===== config.mk =====
export PLATFORM = sky130hd
export DESIGN_NAME = cursor_linked_list_manager_top
export DESIGN_NICKNAME = d
export VERILOG_FILES = /design/src/rtl/core/clm_pkg.sv /design/src/rtl/core/clm_ctrl.sv /design/src/rtl/core/clm_dp.sv /design/src/rtl/core/cursor_linked_list_manager_top.sv
export SDC_FILE = /design/constraint.sdc
export NUM_CORES = 2
export LEC_CHECK = 0
export BUFFER_PORTS_ARGS = -buffer_cell sky130_fd_sc_hd__buf_2
export CORE_MARGIN = 2
export CORE_UTILIZATION = 44
export CTS_CLUSTER_DIAMETER = 200
export DETAILED_ROUTE_END_ITERATION = 6
export PLACE_DENSITY = 0.65
export SETUP_SLACK_MARGIN = 0.05
export SLEW_MARGIN = 20
export SYNTH_ARGS = -nofsm -noshare
export SYNTH_HDL_FRONTEND = slang
export SYNTH_SLANG_ARGS = --single-unit

===== constraint.sdc =====
create_clock -name clk -period 6.9 [get_ports clk]
set_clock_uncertainty 0.1 [all_clocks]
set_input_delay 1.035 -clock clk [delete_from_list [all_inputs] [get_ports clk]]
set_output_delay 1.035 -clock clk [all_outputs]
set_load 0.05 [all_outputs]

===== src/rtl/core/clm_pkg.sv =====
// ----------------------------------------------------------------------------
// clm_pkg - shared types and constants of the cursor linked list manager
// Slot geometry, command codes, controller states and datapath micro-ops.
// ----------------------------------------------------------------------------
package clm_pkg;

  localparam int CAPACITY  = 64;
  localparam int WORD_BITS = 32;
  localparam int SLOTS     = CAPACITY + 2;
  localparam int SLOT_W    = $clog2(SLOTS);
  localparam int CMD_W     = 3;
  localparam int FLD_W     = 7;
  localparam int IN_W      = ((CMD_W + FLD_W + WORD_BITS + 7) / 8) * 8;
  // status, read word, new position, entry count, full and empty flags
  localparam int OUT_RAW_W = 1 + WORD_BITS + 2 * FLD_W + 2;
  localparam int OUT_W     = ((OUT_RAW_W + 7) / 8) * 8;
  localparam logic [FLD_W-1:0] CAP_RESET = FLD_W'(64);

  // Slot numbers of the two list heads, the nil link and the first data slot
  localparam logic [SLOT_W-1:0] USED_HEAD = SLOT_W'(0);
  localparam logic [SLOT_W-1:0] FREE_HEAD = SLOT_W'(1);
  localparam logic [SLOT_W-1:0] NIL       = SLOT_W'(0);
  localparam logic [SLOT_W-1:0] FIRST_DATA = SLOT_W'(2);

  // Command codes
  localparam logic [CMD_W-1:0] CMD_APPEND   = 3'd0;
  localparam logic [CMD_W-1:0] CMD_INSERT   = 3'd1;
  localparam logic [CMD_W-1:0] CMD_REMOVE   = 3'd2;
  localparam logic [CMD_W-1:0] CMD_RETRIEVE = 3'd3;
  localparam logic [CMD_W-1:0] CMD_REPLACE  = 3'd4;
  localparam logic [CMD_W-1:0] CMD_CLEAR    = 3'd5;

  typedef enum logic [1:0] {
    WALK_TAIL,
    WALK_PRED,
    WALK_FREE
  } walk_mode_t;

  typedef enum logic [3:0] {
    ST_INIT,
    ST_IDLE,
    ST_DECODE,
    ST_CLEAR,
    ST_WALK,
    ST_TAKE,
    ST_POP,
    ST_LINK_PRED,
    ST_SEL_SLOT,
    ST_UNLINK,
    ST_FREE_WALK,
    ST_LINK_SLOT,
    ST_LINK_F,
    ST_DONE
  } state_t;

  typedef enum logic [3:0] {
    OP_NONE,
    OP_LOAD,
    OP_FAIL,
    OP_REPLACE,
    OP_CLR_START,
    OP_CLR_STEP,
    OP_WALK_TAIL,
    OP_WALK_PRED,
    OP_WALK_STEP,
    OP_TAKE,
    OP_POP,
    OP_LINK_PRED,
    OP_SEL_SLOT,
    OP_UNLINK,
    OP_LINK_SLOT,
    OP_EMIT
  } dp_op_t;

  typedef struct packed {
    logic [CMD_W-1:0] cmd;
    logic             occ;
    logic             full;
    logic             walk_stop;
    logic             sweep_done;
    logic             out_free;
  } dp_stat_t;

endpackage


===== src/rtl/core/clm_ctrl.sv =====
// ----------------------------------------------------------------------------
// clm_ctrl - command sequencer
// Steps each command through its micro-ops and drives the input handshake.
// ----------------------------------------------------------------------------
module clm_ctrl (
  input  logic              clk,
  input  logic              rst_n,
  input  logic              in_tvalid,
  output logic              in_tready,
  input  clm_pkg::dp_stat_t stat,
  output clm_pkg::dp_op_t   op
);

  clm_pkg::state_t state_r, state_nxt;

  // State register
  always_ff @(posedge clk) begin
    if (!rst_n) begin
      state_r <= clm_pkg::ST_INIT;
    end else begin
      state_r <= state_nxt;
    end
  end

  // Next state
  always_comb begin
    state_nxt = state_r;
    case (state_r)
      clm_pkg::ST_INIT: begin
        if (stat.sweep_done) state_nxt = clm_pkg::ST_IDLE;
      end
      clm_pkg::ST_IDLE: begin
        if (in_tvalid) state_nxt = clm_pkg::ST_DECODE;
      end
      clm_pkg::ST_DECODE: begin
        case (stat.cmd)
          clm_pkg::CMD_APPEND: begin
            state_nxt = stat.full ? clm_pkg::ST_DONE : clm_pkg::ST_WALK;
          end
          clm_pkg::CMD_INSERT: begin
            state_nxt = (stat.occ && !stat.full) ? clm_pkg::ST_WALK : clm_pkg::ST_DONE;
          end
          clm_pkg::CMD_REMOVE: begin
            state_nxt = stat.occ ? clm_pkg::ST_WALK : clm_pkg::ST_DONE;
          end
          clm_pkg::CMD_CLEAR: begin
            state_nxt = clm_pkg::ST_CLEAR;
          end
          default: begin
            state_nxt = clm_pkg::ST_DONE;
          end
        endcase
      end
      clm_pkg::ST_CLEAR: begin
        if (stat.sweep_done) state_nxt = clm_pkg::ST_DONE;
      end
      clm_pkg::ST_WALK: begin
        if (stat.walk_stop) begin
          state_nxt = (stat.cmd == clm_pkg::CMD_REMOVE) ? clm_pkg::ST_SEL_SLOT
                                                        : clm_pkg::ST_TAKE;
        end
      end
      clm_pkg::ST_TAKE:      state_nxt = clm_pkg::ST_POP;
      clm_pkg::ST_POP:       state_nxt = clm_pkg::ST_LINK_PRED;
      clm_pkg::ST_LINK_PRED: state_nxt = clm_pkg::ST_DONE;
      clm_pkg::ST_SEL_SLOT:  state_nxt = clm_pkg::ST_UNLINK;
      clm_pkg::ST_UNLINK:    state_nxt = clm_pkg::ST_FREE_WALK;
      clm_pkg::ST_FREE_WALK: begin
        if (stat.walk_stop) state_nxt = clm_pkg::ST_LINK_SLOT;
      end
      clm_pkg::ST_LINK_SLOT: state_nxt = clm_pkg::ST_LINK_F;
      clm_pkg::ST_LINK_F:    state_nxt = clm_pkg::ST_DONE;
      clm_pkg::ST_DONE: begin
        if (stat.out_free) state_nxt = clm_pkg::ST_IDLE;
      end
      default: state_nxt = clm_pkg::ST_INIT;
    endcase
  end

  // Micro-op per state
  always_comb begin
    op        = clm_pkg::OP_NONE;
    in_tready = 1'b0;
    case (state_r)
      clm_pkg::ST_INIT, clm_pkg::ST_CLEAR: op = clm_pkg::OP_CLR_STEP;
      clm_pkg::ST_IDLE: begin
        in_tready = 1'b1;
        if (in_tvalid) op = clm_pkg::OP_LOAD;
      end
      clm_pkg::ST_DECODE: begin
        case (stat.cmd)
          clm_pkg::CMD_APPEND: begin
            op = stat.full ? clm_pkg::OP_FAIL : clm_pkg::OP_WALK_TAIL;
          end
          clm_pkg::CMD_INSERT: begin
            op = (stat.occ && !stat.full) ? clm_pkg::OP_WALK_PRED : clm_pkg::OP_FAIL;
          end
          clm_pkg::CMD_REMOVE: begin
            op = stat.occ ? clm_pkg::OP_WALK_PRED : clm_pkg::OP_FAIL;
          end
          clm_pkg::CMD_RETRIEVE: begin
            op = stat.occ ? clm_pkg::OP_NONE : clm_pkg::OP_FAIL;
          end
          clm_pkg::CMD_REPLACE: begin
            op = stat.occ ? clm_pkg::OP_REPLACE : clm_pkg::OP_FAIL;
          end
          clm_pkg::CMD_CLEAR: op = clm_pkg::OP_CLR_START;
          default:            op = clm_pkg::OP_FAIL;
        endcase
      end
      clm_pkg::ST_WALK, clm_pkg::ST_FREE_WALK: op = clm_pkg::OP_WALK_STEP;
      clm_pkg::ST_TAKE:                        op = clm_pkg::OP_TAKE;
      clm_pkg::ST_POP:                         op = clm_pkg::OP_POP;
      clm_pkg::ST_LINK_PRED, clm_pkg::ST_LINK_F: op = clm_pkg::OP_LINK_PRED;
      clm_pkg::ST_SEL_SLOT:                    op = clm_pkg::OP_SEL_SLOT;
      clm_pkg::ST_UNLINK:                      op = clm_pkg::OP_UNLINK;
      clm_pkg::ST_LINK_SLOT:                   op = clm_pkg::OP_LINK_SLOT;
      clm_pkg::ST_DONE: begin
        if (stat.out_free) op = clm_pkg::OP_EMIT;
      end
      default: op = clm_pkg::OP_NONE;
    endcase
  end

endmodule


===== src/rtl/core/clm_dp.sv =====
// ----------------------------------------------------------------------------
// clm_dp - list datapath
// Link and data memories, head pointers, walk cursor, valid marks, counters
// and the result register.
// ----------------------------------------------------------------------------
module clm_dp (
  input  logic                              clk,
  input  logic                              rst_n,
  input  clm_pkg::dp_op_t                   op,
  output clm_pkg::dp_stat_t                 stat,
  input  logic                              cfg_wr_en,
  input  logic [clm_pkg::FLD_W-1:0]         cfg_wr_data,
  input  logic [clm_pkg::IN_W-1:0]          in_tdata,
  output logic                              out_tvalid,
  input  logic                              out_tready,
  output logic [clm_pkg::OUT_W-1:0]         out_tdata
);

  localparam int SW = clm_pkg::SLOT_W;
  localparam int WB = clm_pkg::WORD_BITS;
  localparam int CW = clm_pkg::CMD_W;
  localparam int FW = clm_pkg::FLD_W;

  // Storage
  logic [SW-1:0] link_mem [clm_pkg::SLOTS];
  logic [WB-1:0] data_mem [clm_pkg::SLOTS];
  logic [clm_pkg::SLOTS-1:0] valid_r;

  // Control state
  logic [FW-1:0] cfg_cap_r;
  logic [FW-1:0] active_cap_r;
  logic [SW-1:0] used_head_r, free_head_r;
  logic [FW-1:0] count_r;
  logic [SW-1:0] sweep_r;
  logic          out_valid_r;

  // Item and walk registers
  logic [CW-1:0] cmd_r;
  logic [SW-1:0] slot_r;
  logic [FW-1:0] pos_r;
  logic [WB-1:0] val_r;
  logic          ok_r;
  logic [SW-1:0] cur_r, cur_nxt;
  logic [SW-1:0] pred_r, j_r, lk_r;
  clm_pkg::walk_mode_t mode_r;
  logic [FW-1:0] newpos_r;
  logic [SW-1:0] link_rd_r;
  logic [WB-1:0] data_rd_r;
  logic [clm_pkg::OUT_RAW_W-1:0] out_r;

  // Combinational helpers
  logic [SW-1:0] lk;
  logic          stop;
  logic          pos_ok, occ;
  logic [FW-1:0] cap_clamped;
  logic          lw_en;
  logic [SW-1:0] lw_addr, lw_val;
  logic          dw_en;
  logic [SW-1:0] dw_addr;
  logic          sweep_done;
  logic [WB-1:0] rd_word;

  // Link of the cursor slot: heads live in registers
  always_comb begin
    if (cur_r == clm_pkg::USED_HEAD) begin
      lk = used_head_r;
    end else if (cur_r == clm_pkg::FREE_HEAD) begin
      lk = free_head_r;
    end else begin
      lk = link_rd_r;
    end
  end

  // Walk stop test
  always_comb begin
    case (mode_r)
      clm_pkg::WALK_TAIL: stop = (lk == clm_pkg::NIL);
      clm_pkg::WALK_PRED: stop = (lk == clm_pkg::NIL) || (lk == slot_r);
      clm_pkg::WALK_FREE: stop = (lk == clm_pkg::NIL) || (lk >= slot_r);
      default:            stop = 1'b1;
    endcase
  end

  // Position checks; bounds first, then occupancy
  assign pos_ok = (pos_r != '0) && (pos_r <= active_cap_r);
  assign occ    = pos_ok && valid_r[slot_r];

  always_comb begin
    if (cfg_cap_r == '0) begin
      cap_clamped = FW'(1);
    end else if (cfg_cap_r > FW'(clm_pkg::CAPACITY)) begin
      cap_clamped = FW'(clm_pkg::CAPACITY);
    end else begin
      cap_clamped = cfg_cap_r;
    end
  end

  assign sweep_done = (sweep_r == SW'(clm_pkg::SLOTS - 1));

  // Cursor next value; the link memory is always read at it
  always_comb begin
    cur_nxt = cur_r;
    case (op)
      clm_pkg::OP_WALK_TAIL, clm_pkg::OP_WALK_PRED: cur_nxt = clm_pkg::USED_HEAD;
      clm_pkg::OP_WALK_STEP: begin
        if (!stop) cur_nxt = lk;
      end
      clm_pkg::OP_TAKE:     cur_nxt = free_head_r;
      clm_pkg::OP_SEL_SLOT: cur_nxt = slot_r;
      clm_pkg::OP_UNLINK:   cur_nxt = clm_pkg::FREE_HEAD;
      default:              cur_nxt = cur_r;
    endcase
  end

  // Link write: target slot and new successor
  always_comb begin
    lw_en   = 1'b0;
    lw_addr = pred_r;
    lw_val  = j_r;
    case (op)
      clm_pkg::OP_CLR_STEP: begin
        lw_en   = 1'b1;
        lw_addr = sweep_r;
        lw_val  = (FW'(sweep_r) <= active_cap_r) ? sweep_r + SW'(1) : clm_pkg::NIL;
      end
      clm_pkg::OP_POP: begin
        lw_en   = 1'b1;
        lw_addr = j_r;
        lw_val  = (cmd_r == clm_pkg::CMD_INSERT) ? slot_r : clm_pkg::NIL;
      end
      clm_pkg::OP_LINK_PRED: begin
        lw_en   = 1'b1;
        lw_addr = pred_r;
        lw_val  = (cmd_r == clm_pkg::CMD_REMOVE) ? slot_r : j_r;
      end
      clm_pkg::OP_UNLINK: begin
        lw_en   = 1'b1;
        lw_addr = pred_r;
        lw_val  = lk;
      end
      clm_pkg::OP_LINK_SLOT: begin
        lw_en   = 1'b1;
        lw_addr = slot_r;
        lw_val  = lk_r;
      end
      default: lw_en = 1'b0;
    endcase
  end

  // Data write by pop or replace
  assign dw_en   = (op == clm_pkg::OP_POP) || (op == clm_pkg::OP_REPLACE);
  assign dw_addr = (op == clm_pkg::OP_POP) ? j_r : slot_r;

  // Link memory
  always_ff @(posedge clk) begin
    if (lw_en && (lw_addr != clm_pkg::USED_HEAD) && (lw_addr != clm_pkg::FREE_HEAD)) begin
      link_mem[lw_addr] <= lw_val;
    end
    link_rd_r <= link_mem[cur_nxt];
  end

  // Data memory
  always_ff @(posedge clk) begin
    if (dw_en) begin
      data_mem[dw_addr] <= val_r;
    end
    data_rd_r <= data_mem[slot_r];
  end

  // Control registers
  always_ff @(posedge clk) begin
    if (!rst_n) begin
      cfg_cap_r    <= clm_pkg::CAP_RESET;
      active_cap_r <= clm_pkg::CAP_RESET;
      used_head_r  <= clm_pkg::NIL;
      free_head_r  <= clm_pkg::FIRST_DATA;
      count_r      <= '0;
      valid_r      <= '0;
      sweep_r      <= clm_pkg::FIRST_DATA;
      out_valid_r  <= 1'b0;
    end else begin
      if (cfg_wr_en) cfg_cap_r <= cfg_wr_data;

      // head pointers follow link writes aimed at them
      if (lw_en && (lw_addr == clm_pkg::USED_HEAD)) used_head_r <= lw_val;
      if (lw_en && (lw_addr == clm_pkg::FREE_HEAD)) free_head_r <= lw_val;

      case (op)
        clm_pkg::OP_CLR_START: begin
          active_cap_r <= cap_clamped;
          used_head_r  <= clm_pkg::NIL;
          free_head_r  <= clm_pkg::FIRST_DATA;
          count_r      <= '0;
          valid_r      <= '0;
          sweep_r      <= clm_pkg::FIRST_DATA;
        end
        clm_pkg::OP_CLR_STEP: begin
          if (!sweep_done) sweep_r <= sweep_r + SW'(1);
        end
        clm_pkg::OP_POP: begin
          free_head_r  <= lk;
          valid_r[j_r] <= 1'b1;
          count_r      <= count_r + FW'(1);
        end
        clm_pkg::OP_UNLINK: begin
          valid_r[slot_r] <= 1'b0;
          if (count_r != '0) count_r <= count_r - FW'(1);
        end
        default: begin
        end
      endcase

      if (op == clm_pkg::OP_EMIT) begin
        out_valid_r <= 1'b1;
      end else if (out_tready) begin
        out_valid_r <= 1'b0;
      end
    end
  end

  // Returned word: retrieve and remove only
  assign rd_word = (ok_r && ((cmd_r == clm_pkg::CMD_RETRIEVE) ||
                   (cmd_r == clm_pkg::CMD_REMOVE))) ? data_rd_r : '0;

  // Item, walk and result registers
  always_ff @(posedge clk) begin
    if (op == clm_pkg::OP_LOAD) begin
      cmd_r    <= in_tdata[CW-1:0];
      pos_r    <= in_tdata[CW+FW-1:CW];
      slot_r   <= SW'(in_tdata[CW+FW-1:CW] + FW'(1));
      val_r    <= in_tdata[CW+FW+WB-1:CW+FW];
      ok_r     <= 1'b1;
      newpos_r <= '0;
    end
    if (op == clm_pkg::OP_FAIL) ok_r <= 1'b0;
    cur_r <= cur_nxt;
    case (op)
      clm_pkg::OP_WALK_TAIL: mode_r <= clm_pkg::WALK_TAIL;
      clm_pkg::OP_WALK_PRED: mode_r <= clm_pkg::WALK_PRED;
      clm_pkg::OP_UNLINK:    mode_r <= clm_pkg::WALK_FREE;
      clm_pkg::OP_WALK_STEP: begin
        if (stop) begin
          pred_r <= cur_r;
          lk_r   <= lk;
        end
      end
      clm_pkg::OP_TAKE: j_r      <= free_head_r;
      clm_pkg::OP_POP:  newpos_r <= FW'(j_r - SW'(1));
      default: begin
      end
    endcase
    if (op == clm_pkg::OP_EMIT) begin
      out_r <= {(used_head_r == clm_pkg::NIL), (free_head_r == clm_pkg::NIL),
                count_r, newpos_r, rd_word, !ok_r};
    end
  end

  // Status to the sequencer
  assign stat.cmd        = cmd_r;
  assign stat.occ        = occ;
  assign stat.full       = (free_head_r == clm_pkg::NIL);
  assign stat.walk_stop  = stop;
  assign stat.sweep_done = sweep_done;
  assign stat.out_free   = !out_valid_r || out_tready;

  assign out_tvalid = out_valid_r;
  assign out_tdata  = {{(clm_pkg::OUT_W - clm_pkg::OUT_RAW_W){1'b0}}, out_r};

`ifndef SYNTH
  // entry count never exceeds the active capacity
  a_count_cap: assert property (@(posedge clk) disable iff (!rst_n)
    count_r <= active_cap_r)
    else $error("entry count above capacity");

  // occupied marks and entry count move together
  a_count_valid: assert property (@(posedge clk) disable iff (!rst_n)
    $countones(valid_r) == 32'(count_r))
    else $error("valid marks disagree with entry count");

  // head slots never hold data
  a_heads_empty: assert property (@(posedge clk) disable iff (!rst_n)
    !valid_r[0] && !valid_r[1])
    else $error("head slot marked valid");

  // a finished walk leaves the slot it stopped on in pred_r
  a_walk_save: assert property (@(posedge clk) disable iff (!rst_n)
    (op == clm_pkg::OP_WALK_STEP && stop) |=> (pred_r == $past(cur_r)))
    else $error("walk result not captured");
`endif

endmodule


===== src/rtl/core/cursor_linked_list_manager_top.sv =====
// Append and insert walk the used chain, one link memory read a cycle; remove walks the
//   used chain then the free chain.
// Clear rebuilds one link memory entry per cycle.
// Throughput: one command at a time; the next is taken once the result is registered.
// Reset: synchronous active-low; a link rebuild follows with in_tready low.
// ----------------------------------------------------------------------------
// cursor_linked_list_manager_top - static linked list with free list
// Sequencer plus datapath over a fixed slot array, stream in and out.
// ----------------------------------------------------------------------------
module cursor_linked_list_manager_top (
  input  logic                          clk,
  input  logic                          rst_n,
  input  logic                          cfg_wr_en,
  input  logic [clm_pkg::FLD_W-1:0]     cfg_wr_data,   // used_capacity
  input  logic                          in_tvalid,
  output logic                          in_tready,
  input  logic [clm_pkg::IN_W-1:0]      in_tdata,      // command, position, value
  output logic                          out_tvalid,
  input  logic                          out_tready,
  output logic [clm_pkg::OUT_W-1:0]     out_tdata      // status, read_value, new_position,
                                                       // entry_count, list_full, list_empty
);

  clm_pkg::dp_op_t   op;
  clm_pkg::dp_stat_t stat;

  // Sequencer
  clm_ctrl u_ctrl (
    .clk       (clk),
    .rst_n     (rst_n),
    .in_tvalid (in_tvalid),
    .in_tready (in_tready),
    .stat      (stat),
    .op        (op)
  );

  // Datapath
  clm_dp u_dp (
    .clk         (clk),
    .rst_n       (rst_n),
    .op          (op),
    .stat        (stat),
    .cfg_wr_en   (cfg_wr_en),
    .cfg_wr_data (cfg_wr_data),
    .in_tdata    (in_tdata),
    .out_tvalid  (out_tvalid),
    .out_tready  (out_tready),
    .out_tdata   (out_tdata)
  );

endmodule

### Yosys cells after proc, flatten, opt, wreduce, memory -nomap -nowiden

Memory sizes are Yosys's and may differ from the RTL's. A register that Yosys moved wholly into a read port is not among the register bits.
Cells that the tools add are included.

| storage, ports and cells | value |
|---|---|
| register bits | 249 |
| bits in latches | 0 |
| bits in writable memories | 2574 |
| ROM bits | 0 |
| input bits | 60 |
| output and inout bits | 58 |
| memories | 2 |

| cells by class | value |
|---|---|
| add/subtract/negate cells | 5 |
| $mul | 0 |
| div/mod/pow operators | 0 |
| order comparisons | 8 |
| eq/ne operators | 48 |
| shift-type cells | 0 |
| muxes and demuxes | 58 |
| bitwise operators | 4 |
| reductions and logical operators | 46 |

Memory list:

| memory | depth | width | read ports | clocked after memory_dff | write ports | RTL line | RTL |
|---|---|---|---|---|---|---|---|
| u_dp.data_mem | 66 | 32 | 1 | 1 | 1 | clm_dp.sv:26 | `logic [WB-1:0] data_mem [clm_pkg::SLOTS];` |
| u_dp.link_mem | 66 | 7 | 1 | 1 | 1 | clm_dp.sv:25 | `logic [SW-1:0] link_mem [clm_pkg::SLOTS];` |

Operators by type and width:

| kind | number |
|---|---|
| $pmux 66 s3 | 1 |
| $mux 7 | 14 |
| $pmux 7 s5 | 2 |
| $and 66x66->66 | 1 |
| $not 66->66 | 1 |
| $or 66x66->66 | 1 |
| $eq 4x4->1 const B | 14 |
| $pmux 4 s13 | 1 |
| $mux 4 | 11 |
| $pmux 4 s11 | 1 |
| $logic_not 7->1 | 6 |
| $pmux 7 s3 | 2 |
| $eq 4x3->1 const B | 8 |
| $pmux 7 s2 | 2 |
| $pmux 4 s6 | 1 |
| $add 7x1->7 const B | 3 |
| $reduce_bool 7->1 | 3 |
| $eq 4x2->1 const B | 4 |
| $lt 7x8->1 const B | 2 |
| $pmux 4 s4 | 1 |
| $demux 1 s7 | 2 |
| $eq 7x1->1 const B | 2 |
| $ge 7x1->1 const B | 2 |
| $le 7x7->1 | 2 |
| 33 further kinds | 82 |

### Depth between registers and ports, before layout

| logic depth | value |
|---|---|
| depth in word-level cells | 14 |
| depth in mapped cells | 24 |
| depth with buffers taken out | 20 |

### By module

From an unflattened synthesis, not the netlist that was laid out.

| unflattened totals | value |
|---|---|
| cells, all modules | 6579 |
| area, all modules | 108312.6 um2 |

Modules (own cells, without submodules):

| module | times used | cells each | area each (um2) | seq. area each (um2) |
|---|---|---|---|---|
| clm_dp | 1 | 6482 | 107622.0 | 84260.8 |
| clm_ctrl | 1 | 97 | 690.7 | 80.1 |

### Worst setup path before layout

OpenSTA, ideal clock, no wires.

| timing | value |
|---|---|
| kind | reg2reg |
| start point | register u_dp.sweep_r[1] |
| end point | memory u_dp.link_mem[0][0] in the netlist's numbering (data pin) |
| arrival | 6116 ps |
| data required time | 5737 ps |
| slack | -379 ps |
| cell stages (with the launch flop) | 11 |
| buffers on the path | 0 |
| period minus slack after synthesis | 7279 ps |
| cell sequence | dfxtp_1 > ha_1 > nor2b_1 > o21a_1 > o21a_1 > o21a_1 > o21ai_0 > nand2b_1 > a21oi_1 > a41oi_1 > o311ai_0 |

| between the ends | value |
|---|---|
| longest elaborated chain between the ends | 3 |

Ends and longest elaborated chain:

| element | RTL line | RTL |
|---|---|---|
| from (decl) | clm_dp.sv:34 | `logic [SW-1:0] sweep_r;` |
| from (signal assigned) | clm_dp.sv:179 | `sweep_r <= clm_pkg::FIRST_DATA;` |
| from (signal assigned) | clm_dp.sv:195 | `sweep_r <= clm_pkg::FIRST_DATA;` |
| from (signal assigned) | clm_dp.sv:198 | `if (!sweep_done) sweep_r <= sweep_r + SW'(1);` |
| $le 7x7->1 | clm_dp.sv:124 | `lw_val = (FW'(sweep_r) <= active_cap_r) ? sweep_r + SW'(1) : clm_pkg::NIL;` |
| $mux 7 | clm_dp.sv:124 |  |
| $pmux 7 s5 | clm_dp.sv:120 | `case (op)` |
| named net u_dp.lw_val[0] | clm_dp.sv:57 | `logic [SW-1:0] lw_addr, lw_val;` |
| to (decl) | clm_dp.sv:25 |  |

The timed path passes the listed nets, and every way through them passes these cells.

### Final worst setup path

| timing | value |
|---|---|
| start point | register u_dp.slot_r[2] |
| end point | register u_dp.link_rd_r[3] (read register of u_dp.link_mem) |

| between the ends | value |
|---|---|
| longest elaborated chain between the ends | 10 |
| elaborated cells on any way between the ends | 24 |
| those cells by class | 1 x order compare; 7 x eq/ne; 11 x mux; 5 x reduce/logical |

Ends and longest elaborated chain:

| element | RTL line | RTL |
|---|---|---|
| from (decl) | clm_dp.sv:39 | `logic [SW-1:0] slot_r;` |
| from (signal assigned) | clm_dp.sv:230 | `slot_r <= SW'(in_tdata[CW+FW-1:CW] + FW'(1));` |
| $bmux 1 s7 | clm_dp.sv:86 | `assign occ = pos_ok && valid_r[slot_r];` |
| $mux 1 (implied by the code) | clm_dp.sv:86 |  |
| $logic_and 1x1->1 | clm_dp.sv:86 |  |
| $logic_and 1x1->1 | clm_ctrl.sv:96 | `op = (stat.occ && !stat.full) ? clm_pkg::OP_WALK_PRED : clm_pkg::OP_FAIL;` |
| $mux 3 | clm_ctrl.sv:96 |  |
| $pmux 4 s6 | clm_ctrl.sv:91 | `case (stat.cmd)` |
| $pmux 4 s11 | clm_ctrl.sv:84 | `case (state_r)` |
| $eq 4x3->1 | clm_dp.sv:103 | `case (op)` |
| $reduce_or 2->1 | clm_dp.sv:103 |  |
| $pmux 7 s5 (*) | clm_dp.sv:103 |  |
| named net u_dp.cur_nxt[4] | clm_dp.sv:43 | `logic [SW-1:0] cur_r, cur_nxt;` |
| to (decl) | clm_dp.sv:47 | `logic [SW-1:0] link_rd_r;` |

Mark *: on every way through the listed nets, which the timed path passes. The rest lies on a longest branch. The select of a mux whose other input is x is not followed.
A chain may end at the register's enable or synchronous reset.

==> out/summary.md <==
- width of the die: 501 µm
- initial antenna violation count: 25
- maximum level of the CTS H-tree: 5
- cell chosen for the clock root: sky130_fd_sc_hd__clkbuf_16
- routed via count divided by cell count: 6.38
- CTS tree: yes
- maximum cell stage delay along the critical path: 880 ps
- average routed wire per standard cell: 31.1 µm
- largest cells by area after synthesis: sky130_fd_sc_hd__edfxtp_1 75%, sky130_fd_sc_hd__a22oi_1 5.9%, sky130_fd_sc_hd__dfxtp_1 3.0%, sky130_fd_sc_hd__mux2i_1 1.4%, sky130_fd_sc_hd__nand2_1 1.4%
- most numerous cell on the critical path: sky130_fd_sc_hd__o211ai_1
- vertical extent of the die: 501 µm
- number of fill cells in the layout: 19.8k
- Worst Setup Slack, final: 806 ps
- Clock Sink Count: 2862
- area share of the largest cell type after synthesis: 74.8%
- Final Cycle Share: 88.3%
- number of buffers inserted during clock tree synthesis: 305
- Data required, critical path: 7620 ps
- number of port buffers: 104
- length of the first detailed-routing pass in iterations: 7
- count of placed standard cells in the final layout, fillers left out: 10.4k
- Worst Setup Slack post-DPL: 822 ps
- FF+latch count, synth: 2862
- areal power density over the cells: 367 nW/µm²
- syn avg cell area: 16.2 µm²
- dominant synthesized flop cell: sky130_fd_sc_hd__edfxtp_1
- endpoint type of the worst setup path: flip-flop
- synth warn: 0
- final hold viol count: 0
- RSZ-0062 raised after global routing: false
- total track usage: 25.2%
- worst min-delay path class: in2reg
- proportion of layout cells with a drive suffix above 1: 12.9%
- sequence of cells on the critical path: buf_4 > nand2b_1 > a2bb2oi_1 > o2111ai_1 > o211ai_1 > o31ai_2 > o31ai_4 > o21bai_2 > nand3_1 > and3_1 > inv_1 > nor2_1 > o21ai_0 > o211ai_1 > o311ai_1
- Syn-to-layout area delta: 14.3%
- number of distinct library cell variants in the gate-level netlist after synthesis: 92
- cell at the slowest stage of the critical path: sky130_fd_sc_hd__nor2_1
- floorplan die area: 251000 µm²
- number of max-capacitance violations reported: 0
- post-synthesis cell area: 108000 µm²
- maximum resistive drop on vdd: 0.416 mV
- dominant cell type by area after synthesis: sky130_fd_sc_hd__edfxtp_1
- Post-Place Cells: 9849
- initial core utilization: 44.2%
- final design utilization: 50.5%
- later-pin clock latency in the skew report: 960 ps
- iteration-0 DRC count of the detailed router: 10.7k
- number of nets at the end of the flow: 7030
- DRC viols: 2
- Setup crit start kind: flip-flop
- maximum clock rate: 0.164 GHz
- wire length reported by the detailed router: 323000 µm
- crit path max fanout: 20
- sequential-to-total area share from yosys stat: 77.8%
- static power due to leakage: 39.1 nW
- largest net degree at the start of global routing: 131
- RD Place Congestion: 0.915
- buffering stage count on the worst path with inverters included: 2
- count of flip-flops with a built-in enable after synthesis: 2702
- instance count of the mapped netlist: 6677
- setup total negative slack: 0 ps
- family of cells with the greatest summed delay on the critical path: compound AO/OA/AOI/OAI gates
- number of slew-limit violations in the final report: 0
- via count of the first global-routing pass: 62.9k
- worst slew pin tran: 1280 ps
- FFs w/ async S/R, synth: 0%
- crit path kind: reg2reg
- wire length of the first global-routing pass: 457000 µm
- Clk pin slew, worst setup/hold paths: 60 ps
- detailed-placement wirelength estimate: 186000 µm
- Clock Tree Buf Depth: 4
- violations in the final reports: DRC
- Max-slew headroom: 14.0%
- final critical delay including setup and external delays: 6090 ps
- number of buffers added to fix hold violations after cts: 0
- FP Rows: 182
- data arrival time of the critical path: 6820 ps
- post-route ant nets: 0
- area of the core: 245000 µm²
- via total after detailed routing: 66.2k
- status: finished with violations
- Setup violations, final: 0
- Top Ports: 118
- number of post-CTS setup repair buffers: 0
- leftover overflow at the end of global routing: 0
- CTS-repair resized insts: 0
-- layout by cell type (no fill, tap or decap), drive strengths merged, types with 99 or more instances in the layout --
| master | count |
|---|---|
| nand3 | 115 |
| a22o | 105 |
| mux2i | 153 |
| a221oi | 117 |
| a21oi | 222 |
| edfxtp | 2702 |
| dfxtp | 160 |
| clkbuf | 386 |
| clkinv | 100 |
| buf | 365 |
| a22oi | 859 |
| nand2 | 397 |
| nor2 | 257 |
| o21ai | 136 |
| nand4 | 99 |
-- worst paths after layout --
check                           startpoint                         to  slack [ps]  cells past startpoint
setup / recovery  u_dp.slot_r[2]$_DFFE_PP_  u_dp.link_rd_r[3]$_DFF_P_         810                     15
hold / removal                in_tdata[19]    u_dp.val_r[9]$_DFFE_PP_         150                      1
setup reg to reg  u_dp.slot_r[2]$_DFFE_PP_  u_dp.link_rd_r[3]$_DFF_P_         810                     15
hold reg to reg      u_dp.cur_r[1]$_DFF_P_   u_dp.pred_r[1]$_DFFE_PP_         380                      0
-- report_power, final --
| group | switching, mW | internal (mW) | leakage [nW] | total, mW |
|---|---|---|---|---|
| clock network | 6.51 | 9.19 | 4.61 | 15.7 |
| registers | 0.284 | 20.5 | 25.7 | 20.8 |
| logic | 6.58 | 2.39 | 8.82 | 8.97 |
| total | 13.4 | 32.1 | 39.1 | 45.5 |
-- routing by layer --
metal / up-vias / share of wire (%) / global-route usage (%)
met5: - / 0.031 / 0
met4: 14 / 3.7 / 9.00
met3: 654 / 11 / 5.18
met2: 4272 / 47 / 39.7
met1: 33606 / 38 / 34.7
li1: 27694 / - / -
-- registers in the layout, summed over array words and instances, names as in the netlist, 32 cells and up --
name	cells
u_dp.valid_r	66
u_dp.out_r	49
u_dp.data_mem	2112
u_dp.val_r	32
u_dp.data_rd_r	32
u_dp.link_mem	462
-- cells in the mapped netlist, types with 8 or more instances --
cell type	count
sky130_fd_sc_hd__edfxtp_1	2702
sky130_fd_sc_hd__a22oi_1	859
sky130_fd_sc_hd__nand2_1	394
sky130_fd_sc_hd__clkbuf_1	280
sky130_fd_sc_hd__nor2_1	255
sky130_fd_sc_hd__a21oi_1	222
sky130_fd_sc_hd__dfxtp_1	160
sky130_fd_sc_hd__mux2i_1	153
sky130_fd_sc_hd__o21ai_0	135
sky130_fd_sc_hd__a221oi_1	115
sky130_fd_sc_hd__nand3_1	115
sky130_fd_sc_hd__a22o_1	105
sky130_fd_sc_hd__nand4_1	99
sky130_fd_sc_hd__buf_1	97
sky130_fd_sc_hd__a41oi_1	96
sky130_fd_sc_hd__o211ai_1	92
sky130_fd_sc_hd__and2_1	80
sky130_fd_sc_hd__a31oi_1	65
sky130_fd_sc_hd__and3_1	60
sky130_fd_sc_hd__nor2b_1	50
sky130_fd_sc_hd__inv_1	42
sky130_fd_sc_hd__nor3_1	39
sky130_fd_sc_hd__buf_2	38
sky130_fd_sc_hd__ha_1	33
sky130_fd_sc_hd__mux2_2	27
sky130_fd_sc_hd__o22ai_1	26
sky130_fd_sc_hd__a211oi_1	22
sky130_fd_sc_hd__nor4_1	22
sky130_fd_sc_hd__nand2b_1	19
sky130_fd_sc_hd__a21o_1	17
sky130_fd_sc_hd__a21boi_0	14
sky130_fd_sc_hd__buf_4	14
sky130_fd_sc_hd__nor3b_1	14
sky130_fd_sc_hd__o221ai_1	14
sky130_fd_sc_hd__a222oi_1	12
sky130_fd_sc_hd__xnor2_1	10
sky130_fd_sc_hd__xor2_1	10
sky130_fd_sc_hd__a311oi_1	9
sky130_fd_sc_hd__a32oi_1	9
sky130_fd_sc_hd__o311a_1	9
sky130_fd_sc_hd__or3_1	9
sky130_fd_sc_hd__o21a_1	8
sky130_fd_sc_hd__o31a_1	8
-- worst register-to-register path, cell delays in order, from the launching register on --
cell                        delay (ps)
sky130_fd_sc_hd__edfxtp_1          710
sky130_fd_sc_hd__buf_4             410
sky130_fd_sc_hd__nand2b_1          130
sky130_fd_sc_hd__a2bb2oi_1         140
sky130_fd_sc_hd__o2111ai_1         250
sky130_fd_sc_hd__o211ai_1          210
sky130_fd_sc_hd__o31ai_2           720
sky130_fd_sc_hd__o31ai_4           170
sky130_fd_sc_hd__o21bai_2          380
sky130_fd_sc_hd__nand3_1           150
sky130_fd_sc_hd__and3_1            570
sky130_fd_sc_hd__inv_1             360
sky130_fd_sc_hd__nor2_1            880
sky130_fd_sc_hd__o21ai_0           430
sky130_fd_sc_hd__o211ai_1          270
sky130_fd_sc_hd__o311ai_1          150
-- stage by stage --
step	total power, mW	hold slack (ps)	instance area (µm²)
after floorplan	26.4	300	109000
after global placement	29.9	343	114000
after detailed placement	30.0	360	115000
after CTS	45.5	95.8	124000
after global routing	46.9	114	124000
final	45.5	149	124000
-- final cells by class --
type / count / area (µm²) / share of cell area (%)
sequential: 2862 / 84300 / 68.0
clock buffer: 386 / 8110 / 6.54
antenna: 12 / 30.0 / 0.0242
timing repair buffer: 365 / 3060 / 2.47
inverter: 47 / 183 / 0.147
tap: 3220 / 4030 / 3.25
multi-input combinational: 3355 / 22900 / 18.5
clock inverter: 139 / 1330 / 1.07
-- cells by family (layout without fill, tap and decap cells) --
kind of cell,count (synthesis),in the layout,synth area share [%]
AOI/OAI and AO/OA,1904,1904,12.9
buffers and inverters,480,937,1.78
xor gates and xnor gates,20,20,0.161
other,1,33,0.00346
muxes,184,184,1.78
and+or+nand+nor,1192,1192,5.27
DFF,2862,2862,77.8
adders and majority gates,34,34,0.399
(Power assumes the default switching activity.)
